--- config.mk ---
export PLATFORM = sky130hd
export DESIGN_NAME = link_handshake_five_stage
export DESIGN_NICKNAME = d
export VERILOG_FILES = /design/src/sv/lhfs_pkg.sv /design/src/sv/lhfs_apb_regs.sv /design/src/sv/lhfs_step.sv /design/src/sv/link_handshake_five_stage.sv
export SDC_FILE = /design/constraint.sdc
export NUM_CORES = 1
export LEC_CHECK = 0
export CAP_MARGIN = 20
export CORE_ASPECT_RATIO = 0.6
export CORE_UTILIZATION = 55
export DETAILED_ROUTE_END_ITERATION = 16
export DONT_BUFFER_PORTS = 1
export GPL_ROUTABILITY_DRIVEN = 0
export PLACE_DENSITY = 0.69
export SLEW_MARGIN = 20
export SYNTH_ARGS = -nofsm -noshare
export SYNTH_HDL_FRONTEND = slang
export SYNTH_HIERARCHICAL = 1
export SYNTH_SLANG_ARGS = --single-unit
export TNS_END_PERCENT = 100
--- constraint.sdc ---
create_clock -name clk_i -period 6 [get_ports clk_i]
set_clock_uncertainty 0.1 [all_clocks]
set_input_delay 0.6 -clock clk_i [delete_from_list [all_inputs] [get_ports clk_i]]
set_output_delay 0.6 -clock clk_i [all_outputs]
set_load 0.03 [all_outputs]
--- src/sv/lhfs_pkg.sv ---
// Package for the five-stage link handshake: payload structs, stage codes,
// character constants and the single-stage guard check.
// No dependencies; used by every other file of the block.
package lhfs_pkg;

  // Number of words exchanged with the partner
  localparam int unsigned NumWords = 8;
  localparam int unsigned WordW    = 16;
  // Unready-frame counter width; the count saturates at all ones
  localparam int unsigned MissW    = 8;
  // Register file: two 32-bit registers at byte offsets 0 and 4
  localparam int unsigned AddrW    = 3;
  localparam int unsigned DataW    = 32;

  // Register indexes (paddr[2])
  localparam logic REG_LINK_EN = 1'b0;
  localparam logic REG_CANCEL  = 1'b1;

  // Input action codes
  localparam logic ACT_START = 1'b0;
  localparam logic ACT_FRAME = 1'b1;

  // Both transfer-ready bits set
  localparam logic [1:0] RDY_BOTH = 2'b11;

  // Result status codes
  localparam logic [1:0] ST_IDLE = 2'd0;
  localparam logic [1:0] ST_WAIT = 2'd1;
  localparam logic [1:0] ST_OK   = 2'd2;
  localparam logic [1:0] ST_FAIL = 2'd3;

  // Handshake characters
  localparam logic [WordW-1:0] CH_LC_E = 16'h0065; // 'e'
  localparam logic [WordW-1:0] CH_LC_X = 16'h0078; // 'x'
  localparam logic [WordW-1:0] CH_UC_T = 16'h0054; // 'T'
  localparam logic [WordW-1:0] CH_UC_U = 16'h0055; // 'U'
  localparam logic [WordW-1:0] CH_LC_R = 16'h0072; // 'r'
  localparam logic [WordW-1:0] CH_LC_N = 16'h006E; // 'n'
  localparam logic [WordW-1:0] CH_UC_E = 16'h0045; // 'E'
  localparam logic [WordW-1:0] CH_UC_X = 16'h0058; // 'X'
  localparam logic [WordW-1:0] CH_UC_C = 16'h0043; // 'C'
  localparam logic [WordW-1:0] CH_LC_T = 16'h0074; // 't'
  localparam logic [WordW-1:0] CH_LC_U = 16'h0075; // 'u'
  localparam logic [WordW-1:0] CH_UC_R = 16'h0052; // 'R'
  localparam logic [WordW-1:0] CH_UC_N = 16'h004E; // 'N'

  // Handshake stage, one-hot
  typedef enum logic [5:0] {
    STG_IDLE = 6'b000001,
    STG_1    = 6'b000010,
    STG_2    = 6'b000100,
    STG_3    = 6'b001000,
    STG_4    = 6'b010000,
    STG_5    = 6'b100000
  } stage_e;

  // Number of stage evaluations one ready frame can chain through
  localparam int unsigned NumStages = 5;

  // Outcome of one stage evaluation
  typedef enum logic [1:0] {
    STEP_WAIT = 2'd0,
    STEP_ADV  = 2'd1,
    STEP_OK   = 2'd2,
    STEP_FAIL = 2'd3
  } step_code_e;

  typedef logic [NumWords-1:0][WordW-1:0] word_arr_t;

  typedef struct packed {
    step_code_e code;
    word_arr_t  words;
  } step_t;

  // Input transaction
  typedef struct packed {
    logic             action;
    logic [1:0]       ready_bits;
    logic [WordW-1:0] peer_word0;
    logic [WordW-1:0] peer_word1;
    logic [WordW-1:0] peer_word2;
    logic [WordW-1:0] peer_word3;
    logic [WordW-1:0] peer_word4;
    logic [WordW-1:0] peer_word5;
    logic [WordW-1:0] peer_word6;
    logic [WordW-1:0] peer_word7;
  } in_t;

  // Result transaction
  typedef struct packed {
    logic [1:0]       status;
    logic [WordW-1:0] send_word0;
    logic [WordW-1:0] send_word1;
    logic [WordW-1:0] send_word2;
    logic [WordW-1:0] send_word3;
    logic [WordW-1:0] send_word4;
    logic [WordW-1:0] send_word5;
    logic [WordW-1:0] send_word6;
    logic [WordW-1:0] send_word7;
  } out_t;

  // Configuration bits handed from the register file to the datapath
  typedef struct packed {
    logic link_enable;
    logic cancel_flag;
  } cfg_t;

  // Handshake state
  typedef struct packed {
    stage_e           stage;
    logic [MissW-1:0] miss;
    word_arr_t        words;
  } state_t;

  // Guard check of one stage against the current peer sample
  function automatic step_t eval_stage(stage_e stg, word_arr_t lw, word_arr_t pw);
    step_t res;
    res.code  = STEP_WAIT;
    res.words = lw;
    unique case (stg)
      STG_1: begin
        if (lw[3:2] != pw[3:2]) begin
          res.code = STEP_FAIL;
        end else if (lw[1:0] == pw[1:0] && lw[5:4] == pw[5:4]) begin
          res.words[6] = CH_LC_R;
          res.words[7] = CH_LC_N;
          res.code     = STEP_ADV;
        end
      end
      STG_2: begin
        if (lw[5:4] != pw[5:4]) begin
          res.code = STEP_FAIL;
        end else if (lw[7:6] == pw[7:6]) begin
          res.words[0] = CH_UC_E;
          res.words[1] = CH_UC_X;
          res.words[2] = CH_UC_E;
          res.words[3] = CH_UC_C;
          res.code     = STEP_ADV;
        end
      end
      STG_3: begin
        if (lw[7:6] != pw[7:6]) begin
          res.code = STEP_FAIL;
        end else if (lw[3:0] == pw[3:0]) begin
          res.words[4] = CH_LC_T;
          res.words[5] = CH_LC_U;
          res.code     = STEP_ADV;
        end
      end
      STG_4: begin
        if (lw[3:0] != pw[3:0]) begin
          res.code = STEP_FAIL;
        end else if (lw[5:4] == pw[5:4]) begin
          res.words[6] = CH_UC_R;
          res.words[7] = CH_UC_N;
          res.code     = STEP_ADV;
        end
      end
      STG_5: begin
        // peer has moved off 'r','n'
        if (pw[6] != CH_LC_R || pw[7] != CH_LC_N) begin
          res.code = STEP_OK;
        end
      end
      default: begin
        res.code = STEP_WAIT;
      end
    endcase
    return res;
  endfunction

endpackage

--- src/sv/lhfs_apb_regs.sv ---
// APB register file for the link handshake: link_enable and cancel_flag.
// Depends on lhfs_pkg for widths, register indexes and cfg_t.
module lhfs_apb_regs (
  input  logic                         clk_i,
  input  logic                         rst_ni,
  input  logic                         psel,
  input  logic                         penable,
  input  logic                         pwrite,
  input  logic [lhfs_pkg::AddrW-1:0]   paddr,
  input  logic [lhfs_pkg::DataW-1:0]   pwdata,
  output logic [lhfs_pkg::DataW-1:0]   prdata,
  output logic                         pready,
  output lhfs_pkg::cfg_t               cfg_o
);

  lhfs_pkg::cfg_t cfg_q, cfg_d;
  logic           wr_en;
  logic           reg_idx;

  assign pready  = 1'b1;
  assign wr_en   = psel & penable & pwrite & pready;
  assign reg_idx = paddr[2];

  // Register write decode
  always_comb begin
    cfg_d = cfg_q;
    if (wr_en) begin
      unique case (reg_idx)
        lhfs_pkg::REG_LINK_EN: cfg_d.link_enable = pwdata[0];
        lhfs_pkg::REG_CANCEL:  cfg_d.cancel_flag = pwdata[0];
        default:               cfg_d = cfg_q;
      endcase
    end
  end

  always_ff @(posedge clk_i or negedge rst_ni) begin
    if (!rst_ni) begin
      cfg_q.link_enable <= 1'b1;
      cfg_q.cancel_flag <= 1'b0;
    end else begin
      cfg_q <= cfg_d;
    end
  end

  // Read mux
  always_comb begin
    prdata = '0;
    unique case (reg_idx)
      lhfs_pkg::REG_LINK_EN: prdata[0] = cfg_q.link_enable;
      lhfs_pkg::REG_CANCEL:  prdata[0] = cfg_q.cancel_flag;
      default:               prdata = '0;
    endcase
  end

  assign cfg_o = cfg_q;

endmodule

--- src/sv/lhfs_step.sv ---
// Next-state and result logic for one transaction of the link handshake:
// start handling, timeout counting and the chained stage checks.
// Depends on lhfs_pkg for types, codes and eval_stage.
module lhfs_step #(
  parameter int unsigned TIMEOUT_LIMIT = 24
) (
  input  lhfs_pkg::in_t    item_i,
  input  lhfs_pkg::cfg_t   cfg_i,
  input  lhfs_pkg::state_t state_i,
  output lhfs_pkg::state_t state_o,
  output lhfs_pkg::out_t   result_o
);

  localparam logic [lhfs_pkg::MissW-1:0] Limit = lhfs_pkg::MissW'(TIMEOUT_LIMIT);

  lhfs_pkg::word_arr_t          peer;
  logic [lhfs_pkg::MissW-1:0]   miss_inc;
  logic [1:0]                   status;

  // Peer sample as an array
  always_comb begin
    peer[0] = item_i.peer_word0;
    peer[1] = item_i.peer_word1;
    peer[2] = item_i.peer_word2;
    peer[3] = item_i.peer_word3;
    peer[4] = item_i.peer_word4;
    peer[5] = item_i.peer_word5;
    peer[6] = item_i.peer_word6;
    peer[7] = item_i.peer_word7;
  end

  // Saturating unready-frame count
  assign miss_inc = (state_i.miss != '1) ? lhfs_pkg::MissW'(state_i.miss + 1'b1)
                                          : state_i.miss;

  // Transaction decode and stage chain
  always_comb begin
    lhfs_pkg::stage_e    cur;
    lhfs_pkg::word_arr_t words;
    lhfs_pkg::step_t     step;
    logic                done;
    state_o = state_i;
    status  = lhfs_pkg::ST_IDLE;
    cur     = state_i.stage;
    words   = state_i.words;
    step    = '0;
    done    = 1'b0;
    if (item_i.action == lhfs_pkg::ACT_START) begin
      state_o.miss = '0;
      if (!cfg_i.link_enable) begin
        state_o.stage = lhfs_pkg::STG_IDLE;
        status        = lhfs_pkg::ST_OK;
      end else if (cfg_i.cancel_flag) begin
        state_o.stage = lhfs_pkg::STG_IDLE;
        status        = lhfs_pkg::ST_FAIL;
      end else begin
        state_o.words[0] = lhfs_pkg::CH_LC_E;
        state_o.words[1] = lhfs_pkg::CH_LC_X;
        state_o.words[4] = lhfs_pkg::CH_UC_T;
        state_o.words[5] = lhfs_pkg::CH_UC_U;
        state_o.stage    = lhfs_pkg::STG_1;
        status           = lhfs_pkg::ST_WAIT;
      end
    end else if (state_i.stage != lhfs_pkg::STG_IDLE) begin
      if (item_i.ready_bits != lhfs_pkg::RDY_BOTH) begin
        // unready frame: count toward timeout
        if (miss_inc > Limit) begin
          state_o.stage = lhfs_pkg::STG_IDLE;
          state_o.miss  = '0;
          status        = lhfs_pkg::ST_FAIL;
        end else begin
          state_o.miss  = miss_inc;
          status        = lhfs_pkg::ST_WAIT;
        end
      end else begin
        // ready frame: stages advance in a chain on the same sample
        state_o.miss = '0;
        status       = lhfs_pkg::ST_WAIT;
        for (int k = 0; k < lhfs_pkg::NumStages; k++) begin
          if (!done) begin
            step  = lhfs_pkg::eval_stage(cur, words, peer);
            words = step.words;
            unique case (step.code)
              lhfs_pkg::STEP_ADV: begin
                cur = lhfs_pkg::stage_e'(cur << 1);
              end
              lhfs_pkg::STEP_OK: begin
                cur    = lhfs_pkg::STG_IDLE;
                status = lhfs_pkg::ST_OK;
                done   = 1'b1;
              end
              lhfs_pkg::STEP_FAIL: begin
                cur    = lhfs_pkg::STG_IDLE;
                status = lhfs_pkg::ST_FAIL;
                done   = 1'b1;
              end
              default: begin
                done = 1'b1;
              end
            endcase
          end
        end
        state_o.stage = cur;
        state_o.words = words;
      end
    end
  end

  // Result assembly from the updated words
  always_comb begin
    result_o.status     = status;
    result_o.send_word0 = state_o.words[0];
    result_o.send_word1 = state_o.words[1];
    result_o.send_word2 = state_o.words[2];
    result_o.send_word3 = state_o.words[3];
    result_o.send_word4 = state_o.words[4];
    result_o.send_word5 = state_o.words[5];
    result_o.send_word6 = state_o.words[6];
    result_o.send_word7 = state_o.words[7];
  end

endmodule

--- src/sv/link_handshake_five_stage.sv ---
// Five-stage link handshake: top level with input register, step logic,
// result register and APB register file. Depends on lhfs_pkg, lhfs_step
// and lhfs_apb_regs.
//
// One transaction is accepted per clock cycle while no result is stalled, and
// each one yields exactly one result. An accepted transaction sits in the
// input register; once the result register is empty or being taken, the
// step logic (start decode, timeout count, then up to five chained stage
// checks against the same peer sample) updates the handshake state and loads
// the result register in the same edge, so the following transaction sees
// the updated state. The input register frees as soon as the result register
// is empty or being taken, so a new transaction can enter while a result
// still waits. Registers link_enable (offset 0) and cancel_flag (offset 4)
// should be written only while no transaction is in flight.
module link_handshake_five_stage #(
  parameter int unsigned TIMEOUT_LIMIT = 24
) (
  input  logic                         clk_i,
  input  logic                         rst_ni,
  // input channel
  input  logic                         in_valid_i,
  output logic                         in_ready_o,
  input  lhfs_pkg::in_t                in_data_i,
  // result channel
  output logic                         out_valid_o,
  input  logic                         out_ready_i,
  output lhfs_pkg::out_t               out_data_o,
  // configuration
  input  logic                         psel,
  input  logic                         penable,
  input  logic                         pwrite,
  input  logic [lhfs_pkg::AddrW-1:0]   paddr,
  input  logic [lhfs_pkg::DataW-1:0]   pwdata,
  output logic [lhfs_pkg::DataW-1:0]   prdata,
  output logic                         pready
);

  lhfs_pkg::cfg_t   cfg;
  lhfs_pkg::state_t state_q, state_d;
  lhfs_pkg::in_t    inq_data_q;
  logic             inq_valid_q;
  lhfs_pkg::out_t   out_data_q, result;
  logic             out_valid_q;
  logic             adv;
  logic             fire;

  lhfs_apb_regs u_regs (
    .clk_i   (clk_i),
    .rst_ni  (rst_ni),
    .psel    (psel),
    .penable (penable),
    .pwrite  (pwrite),
    .paddr   (paddr),
    .pwdata  (pwdata),
    .prdata  (prdata),
    .pready  (pready),
    .cfg_o   (cfg)
  );

  lhfs_step #(
    .TIMEOUT_LIMIT (TIMEOUT_LIMIT)
  ) u_step (
    .item_i   (inq_data_q),
    .cfg_i    (cfg),
    .state_i  (state_q),
    .state_o  (state_d),
    .result_o (result)
  );

  // Handshake control
  assign adv        = !out_valid_q || out_ready_i;
  assign fire       = inq_valid_q && adv;
  assign in_ready_o = !inq_valid_q || adv;

  // Input register
  always_ff @(posedge clk_i or negedge rst_ni) begin
    if (!rst_ni) begin
      inq_valid_q <= 1'b0;
    end else if (in_valid_i && in_ready_o) begin
      inq_valid_q <= 1'b1;
    end else if (fire) begin
      inq_valid_q <= 1'b0;
    end
  end

  always_ff @(posedge clk_i) begin
    if (in_valid_i && in_ready_o) begin
      inq_data_q <= in_data_i;
    end
  end

  // Handshake state
  always_ff @(posedge clk_i or negedge rst_ni) begin
    if (!rst_ni) begin
      state_q.stage <= lhfs_pkg::STG_IDLE;
      state_q.miss  <= '0;
      state_q.words <= '0;
    end else if (fire) begin
      state_q <= state_d;
    end
  end

  // Result register
  always_ff @(posedge clk_i or negedge rst_ni) begin
    if (!rst_ni) begin
      out_valid_q <= 1'b0;
    end else if (fire) begin
      out_valid_q <= 1'b1;
    end else if (out_ready_i) begin
      out_valid_q <= 1'b0;
    end
  end

  always_ff @(posedge clk_i) begin
    if (fire) begin
      out_data_q <= result;
    end
  end

  assign out_valid_o = out_valid_q;
  assign out_data_o  = out_data_q;

endmodule

==> results of run 1 <==
[flip-flops by register name (all words and copies together) (netlist names)]
name          count
out_valid_o       1
inq_data_q      131
inq_valid_q       1
out_data_o      130
state_q         142
u_regs/cfg_o      2
[Yosys cell counts (all sizes together), types with 53 or more instances]
cell / number / area [um2]
edfxtp: 261 / 7838
nor2: 176 / 670.7
clkbuf: 54 / 203.9
nor2b: 53 / 331.6
nand2: 109 / 411.7
xor2: 97 / 849.6
inv: 93 / 349.1
nor3: 55 / 307.8
buf: 196 / 1483
mux2: 148 / 1926
nor4: 58 / 390.4
dfrtp: 144 / 3603
a21oi: 69 / 345.3
[power by group through the flow]
| stage | Combinational [W] | Clock, W | Sequential (W) |
|---|---|---|---|
| after floorplan | 0.000744 | 0 | 0.00353 |
| after global placement | 0.000888 | 0 | 0.00363 |
| after detailed placement | 0.000906 | 0 | 0.00363 |
| after CTS | 0.000938 | 0.00254 | 0.00358 |
| after global routing | 0.00105 | 0.00265 | 0.00360 |
| final | 0.000994 | 0.00249 | 0.00358 |
[stage by stage]
stage	hold WS, ns	setup WS (ns)
2_1_floorplan	0.2044	0.3888
6_report	0.03523	-0.02855
3_3_place_gp	0.2088	-0.07559
4_1_cts	0.01469	0.0001239
5_1_grt	0.006659	-0.05938
3_5_place_dp	0.2089	-0.05976
[what timing repair did]
| action | in CTS | in global routing |
|---|---|---|
| hold buffers | 2 | 0 |
| setup buffers | 0 | 20 |
| pin swaps | 3 | 10 |
| hold endpoints to repair | 146 | 0 |
| gates resized for setup | 2 | 42 |
| endpoints found under the setup margin | 29 | 56 |
[cells by family after synthesis]
kind of cell             count (synthesis)  share of synthesized area
flip-flops                             407                     0.4986
other                                    2                  0.0003258
adder cells (fa/ha/maj)                  1                  0.0005427
buffers and inverters                  343                    0.08832
XOR/XNOR                               127                    0.04826
AND/OR/NAND/NOR                        726                     0.1723
multiplexers                           154                    0.08615
AO/OA/AOI/OAI                          348                     0.1054
[critical path: cells and delay by family (launching register included)]
family          cells  cell delay (ns)
compound gates      6             1.35
xor+xnor            1             0.29
buf+inv             3             0.53
flops               1             0.54
mux                 1             0.26
simple gates        9             2.82
[layer usage]
layer	vias up	global-route usage	routed length (um)
met5	-	0	42
met4	6	0.07367	1715
met3	131	0.1222	10010
met2	1206	0.4091	26400
met1	8390	0.4637	29070
li1	7465	-	-
[final timing paths]
path | start | to | slack [ns]
worst max-delay path | inq_data_q[109] | state_q[101] | -0.03
worst min-delay path | in_data_i[31] | inq_data_q[31] | 0.04
worst max register to register | inq_data_q[109] | state_q[101] | -0.03
worst min register to register | inq_valid_q | out_valid_o | 0.40
max in group asynchronous | rst_ni | state_q[54] | 4.51
min in group asynchronous | rst_ni | state_q[111] | 0.57
[cell type report]
type	count	share of cell area
multi-input cells	1388	0.3971
flip-flops and latches	407	0.4627
clock inverters	27	0.01128
diodes	5	0.0005037
clock buffers	44	0.04045
inverters	93	0.01405
repair buffers	133	0.04574
well taps	560	0.02821
==> results_dict.tcl, run 1 <==
set metrics [dict create \
    yosysUniqueCellTypes 95 \
    fmax_mhz 165.9 \
    maxSlewViolCount 0 \
    num_rows 57 \
    slew_headroom 0.3503 \
    finalWorstSetupSlack_ns -0.02855 \
    finalHoldViolations 0 \
    grt_pass1_wl_um 98910 \
    clock_sinks 407 \
    place_area_um2 23130 \
    drt_iter0_drc 2513 \
    pwr-share-comb 0.141 \
    ios 338 \
    synth-seq-area-share 0.4986 \
    final_util 0.6079 \
    worst_path_max_delay_cell "or4_4" \
    vias 17200 \
    switching_share 0.2934 \
    synth_ff_type "edfxtp_1" \
    initial_core_util 0.5640 \
    grt-ovfl-total 0 \
    cp_common_cell "buf_4" \
    drive_gt1_frac 0.2041 \
    dieHeight_um 160.6 \
    p_switching_w 0.002074 \
    period_share 1.005 \
    fin_crit_ns 6.029 \
    antenna_found_initial 9 \
    synth-warning-count 6 \
    cp_cell_sequence "xor2_1 > nor4_1 > nand4_1 > buf_4 > or4_4 > nor3_4 > buf_6 > nor3b_1 > a2111oi_4 > nand2_2 > a21oi_2 > nand3_2 > nor4_4 > o2111a_1 > a211oi_2 > nor4_2 > buf_4 > o31ai_4 > a21o_1 > mux2_2" \
    synth-seq-cells 407 \
    ir_drop_uv 193.5 \
    cts_tree "built" \
    ctsRootBufferMaster "clkbuf_16" \
    setup_viol 2 \
    endpoint_kind "flip-flop" \
    arrival_ns 6.36 \
    drc 0 \
    syn_area_um2 23050 \
    die-area_um2 42760 \
    critPathKind "flip-flop to flip-flop" \
    avgViaCountPerCell 6.473 \
    maxCapViolCount 0 \
    min_path_type "input pin to flip-flop" \
    area.sequential_um2 11490 \
    grt_pass1_vias 15910 \
    layout_common_cells "261 x edfxtp_1, 171 x nor2_1, 144 x dfrtp_1" \
    core_um2 40870 \
    timing.setup.tns_ns -0.04010 \
    outcome "complete, but fails checks" \
    grt_max_degree 147 \
    post-place-cells 2559 \
    finalInstanceArea_um2 24840 \
    cp.required_ns 6.34 \
    dieWidth_um 266.3 \
    n_fill_cell 3275 \
    cts-htree-levels 2 \
    fin_nets 2236 \
    syn-instance-count 2108 \
    failed_checks "negative setup slack" \
    place_hpwl_um 49430 \
    clk_pin_slew_worst_paths_ns 0.07 \
    post_drt_wl_per_cell_um 25.31 \
    fin_cells 2657 \
    ant_nets 0 \
    clk_latency_ns 0.56 \
    worst_pin_slew_ns 0.9746 \
    cts_buffers 39 \
    seq_power_share 0.507 \
    multiInputGateArea_um2 9863 \
    power_w 0.007069 \
    syn_area_per_cell_um2 10.93 \
    grt_usage 0.3079 \
    rsz0062_at_grt "true" \
    hold_depth 0 \
    syn2layout_area_growth_pct 7.768 \
    synth_edf_count 261 \
    cts.path.max_buffers 3 \
    crit_fanout 8 \
    powerDensity_nw_per_um2 284.6 \
    final_common_cell "edfxtp_1" \
    startpoint_type "flip-flop" \
    p_clk_frac 0.352 \
    port_buffers 0 \
    cpPeakStageDelay_ns 0.62 \
    async_reset_ff_frac 0.3587 \
    first_pass_iters 9 \
    internal-power_w 0.004995 \
    r2r_cells 20 \
    drt-total-wl_um 67250 \
    leakage_nw 9.715 \
]
Note: power is estimated with default switching activity, not from simulation.
==> inputs of run 2 (changes only) <==
- PLACE_DENSITY: 0.69 -> 0.66
- clock period: 6 -> 6.1 ns (I/O delays scaled with it)
==> results_dict.tcl, run 2 (synthesis results as in run 1) <==
set metrics [dict create \
    ios 338 \
    post-place-cells 2555 \
    die-area_um2 42760 \
    port_buffers 0 \
    worst_path_max_delay_cell "o32ai_1" \
    path_buf_inv 6 \
    largest_reg_flops 142 \
    cp.required_ns 6.43 \
    pre_cts_ws_ns 0.04491 \
    failed_checks "negative hold slack" \
    place_hpwl_um 49700 \
    leakage_nw 9.626 \
    layout_common_cells "261 x edfxtp_1, 171 x nor2_1, 144 x dfrtp_1" \
    num_rows 57 \
    arrival_ns 6.40 \
    cts-htree-levels 2 \
    r2r-start "inq_data_q[5]" \
    initial_core_util 0.5640 \
    cts_buffers 38 \
    startpoint_type "flip-flop" \
    slew_headroom 0.4066 \
    cp_cell_sequence "xor2_1 > nor4_2 > nand4_1 > buf_4 > nor3_2 > buf_4 > buf_12 > a21oi_1 > o32ai_1 > nand4_1 > or4_1 > or2_0 > buf_12 > mux2i_1 > o311a_1 > a21oi_2 > buf_4 > o21ai_0 > nor4_2 > buf_4 > o31ai_2 > a21o_1 > mux2_2" \
    dieHeight_um 160.6 \
    final_common_cell "edfxtp_1" \
    r2r-end "state_q[101]" \
    path_depth 23 \
    grt_pass1_vias 15720 \
    clk_pin_slew_worst_paths_ns 0.07 \
    largest_register "state_q" \
    antenna_found_initial 6 \
    path_delay_family "simple AND/OR/NAND/NOR gates" \
    finalWorstSetupSlack_ns 0.02778 \
    cts_tree "built" \
    finalHoldViolations 24 \
    endpoint_kind "flip-flop" \
    grt_pass1_wl_um 99530 \
    n_fill_cell 3346 \
    crit_fanout 18 \
    fin_nets 2217 \
    clock_sinks 407 \
    fin_crit_ns 6.072 \
    ir_drop_uv 180.5 \
    drive_gt1_frac 0.1868 \
    cpPeakStageDelay_ns 0.57 \
    setup_viol 0 \
    clk_latency_ns 0.55 \
    r2r_cells 23 \
    grt-ovfl-total 0 \
    vias 17070 \
    min_path_type "input pin to async pin" \
    syn2layout_area_growth_pct 6.568 \
    worst_pin_slew_ns 0.8902 \
    critPathLaunch "inq_data_q[5]" \
    grt_max_degree 147 \
    post_drt_wl_per_cell_um 25.58 \
    fmax_mhz 164.7 \
    drt_iter0_drc 2492 \
    maxSlewViolCount 0 \
    crit_path_end "state_q[101]" \
    period_share 0.9954 \
    area.sequential_um2 11490 \
    first_pass_iters 10 \
    fin_cells 2635 \
    drc 0 \
    cp_common_cell "buf_4" \
    core_um2 40870 \
    cts.path.max_buffers 3 \
    multiInputGateArea_um2 9768 \
    grt_usage 0.3087 \
    critPathKind "flip-flop to flip-flop" \
    ff2ff_setup_slack_ns 0.03 \
    dieWidth_um 266.3 \
    avgViaCountPerCell 6.477 \
    ant_nets 0 \
    maxCapViolCount 0 \
    ctsRootBufferMaster "clkbuf_16" \
    powerDensity_nw_per_um2 283.9 \
    outcome "complete, but fails checks" \
    drt-total-wl_um 67400 \
    whs_ns -0.02735 \
]
==> run 2: cell count changes in the layout (fill, tap and decap cells not counted), sizes merged <==
cell,delta
buf,-17
bufinv,+2
clkbuf,+9
clkinv,-4
clkinvlp,-6
diode,-2
dlygate4sd3,-1
inv,-3
==> run 2: worst min path at each step <==
stage                 startpoint            end  slack (ns)  cells past startpoint
finish                    rst_ni    state_q[79]       -0.03                      1
global route        in_data_i[5]  inq_data_q[5]        0.04                      0
CTS                       rst_ni    state_q[63]        0.03                      1
detailed placement        rst_ni    state_q[87]        0.22                      0
global placement          rst_ni    state_q[93]        0.22                      0
floorplan                 rst_ni    inq_valid_q        0.21                      0
==> run 2: report_power, final <==
part / switching [W] / total [W] / internal, W / leakage [nW]
clock: 0.00104 / 0.00249 / 0.00145 / 0.623
sequential: 0.000348 / 0.00351 / 0.00317 / 4.50
combinational: 0.000609 / 0.000974 / 0.000365 / 4.50
total: 0.00199 / 0.00697 / 0.00498 / 9.63
==> run 2: cell type report <==
cell class,instances,area share
Antenna cell,3,0.0003056
Clock buffer,53,0.04228
Clock inverter,16,0.009576
Inverter,93,0.01421
Multi-Input combinational cell,1388,0.3977
Sequential cell,407,0.4679
Tap cell,560,0.02852
Timing Repair Buffer,115,0.03953
==> run 2: worst reg2reg max path, cell delays in order (launching register included) <==
cell      delay [ns]
edfxtp_1        0.48
xor2_1          0.22
nor4_2          0.34
nand4_1         0.21
buf_4           0.21
nor3_2          0.15
buf_4           0.23
buf_12          0.18
a21oi_1         0.09
o32ai_1         0.57
nand4_1         0.17
or4_1           0.56
or2_0           0.30
buf_12          0.18
mux2i_1         0.13
o311a_1         0.40
a21oi_2         0.20
buf_4           0.16
o21ai_0         0.10
nor4_2          0.26
buf_4           0.16
o31ai_2         0.08
a21o_1          0.21
mux2_2          0.26
==> run 2: repair_timing <==
| action | in CTS | in global routing |
|---|---|---|
| hold buffers | 1 | 0 |
| endpoints found under the setup margin | 0 | 32 |
| gates resized for setup | 0 | 21 |
| buffers inserted | 0 | 7 |
| hold endpoints to repair | 146 | 0 |
==> run 2: per-layer routing <==
layer  routed length [um]  global-route usage  share of wire
met1                30620              0.4859           0.45
met3                 9529              0.1227           0.14
met5                   36                   0        0.00053
met2                25910              0.3922           0.38
met4                 1301             0.05930          0.019
==> run 2: through the flow <==
step                      hold WS, ns  power [W]  utilization   TNS, ns  cell area (um2)
after global placement         0.2243   0.004439       0.5650         0            23090
after detailed placement       0.2222   0.004457       0.5650         0            23090
after CTS                     0.02809   0.006974       0.5969         0            24390
after global routing          0.03701   0.007202       0.6010  -0.09803            24560
after floorplan                0.2144   0.004204            -         0            23160
final                        -0.02735   0.006973       0.6011         0            24560
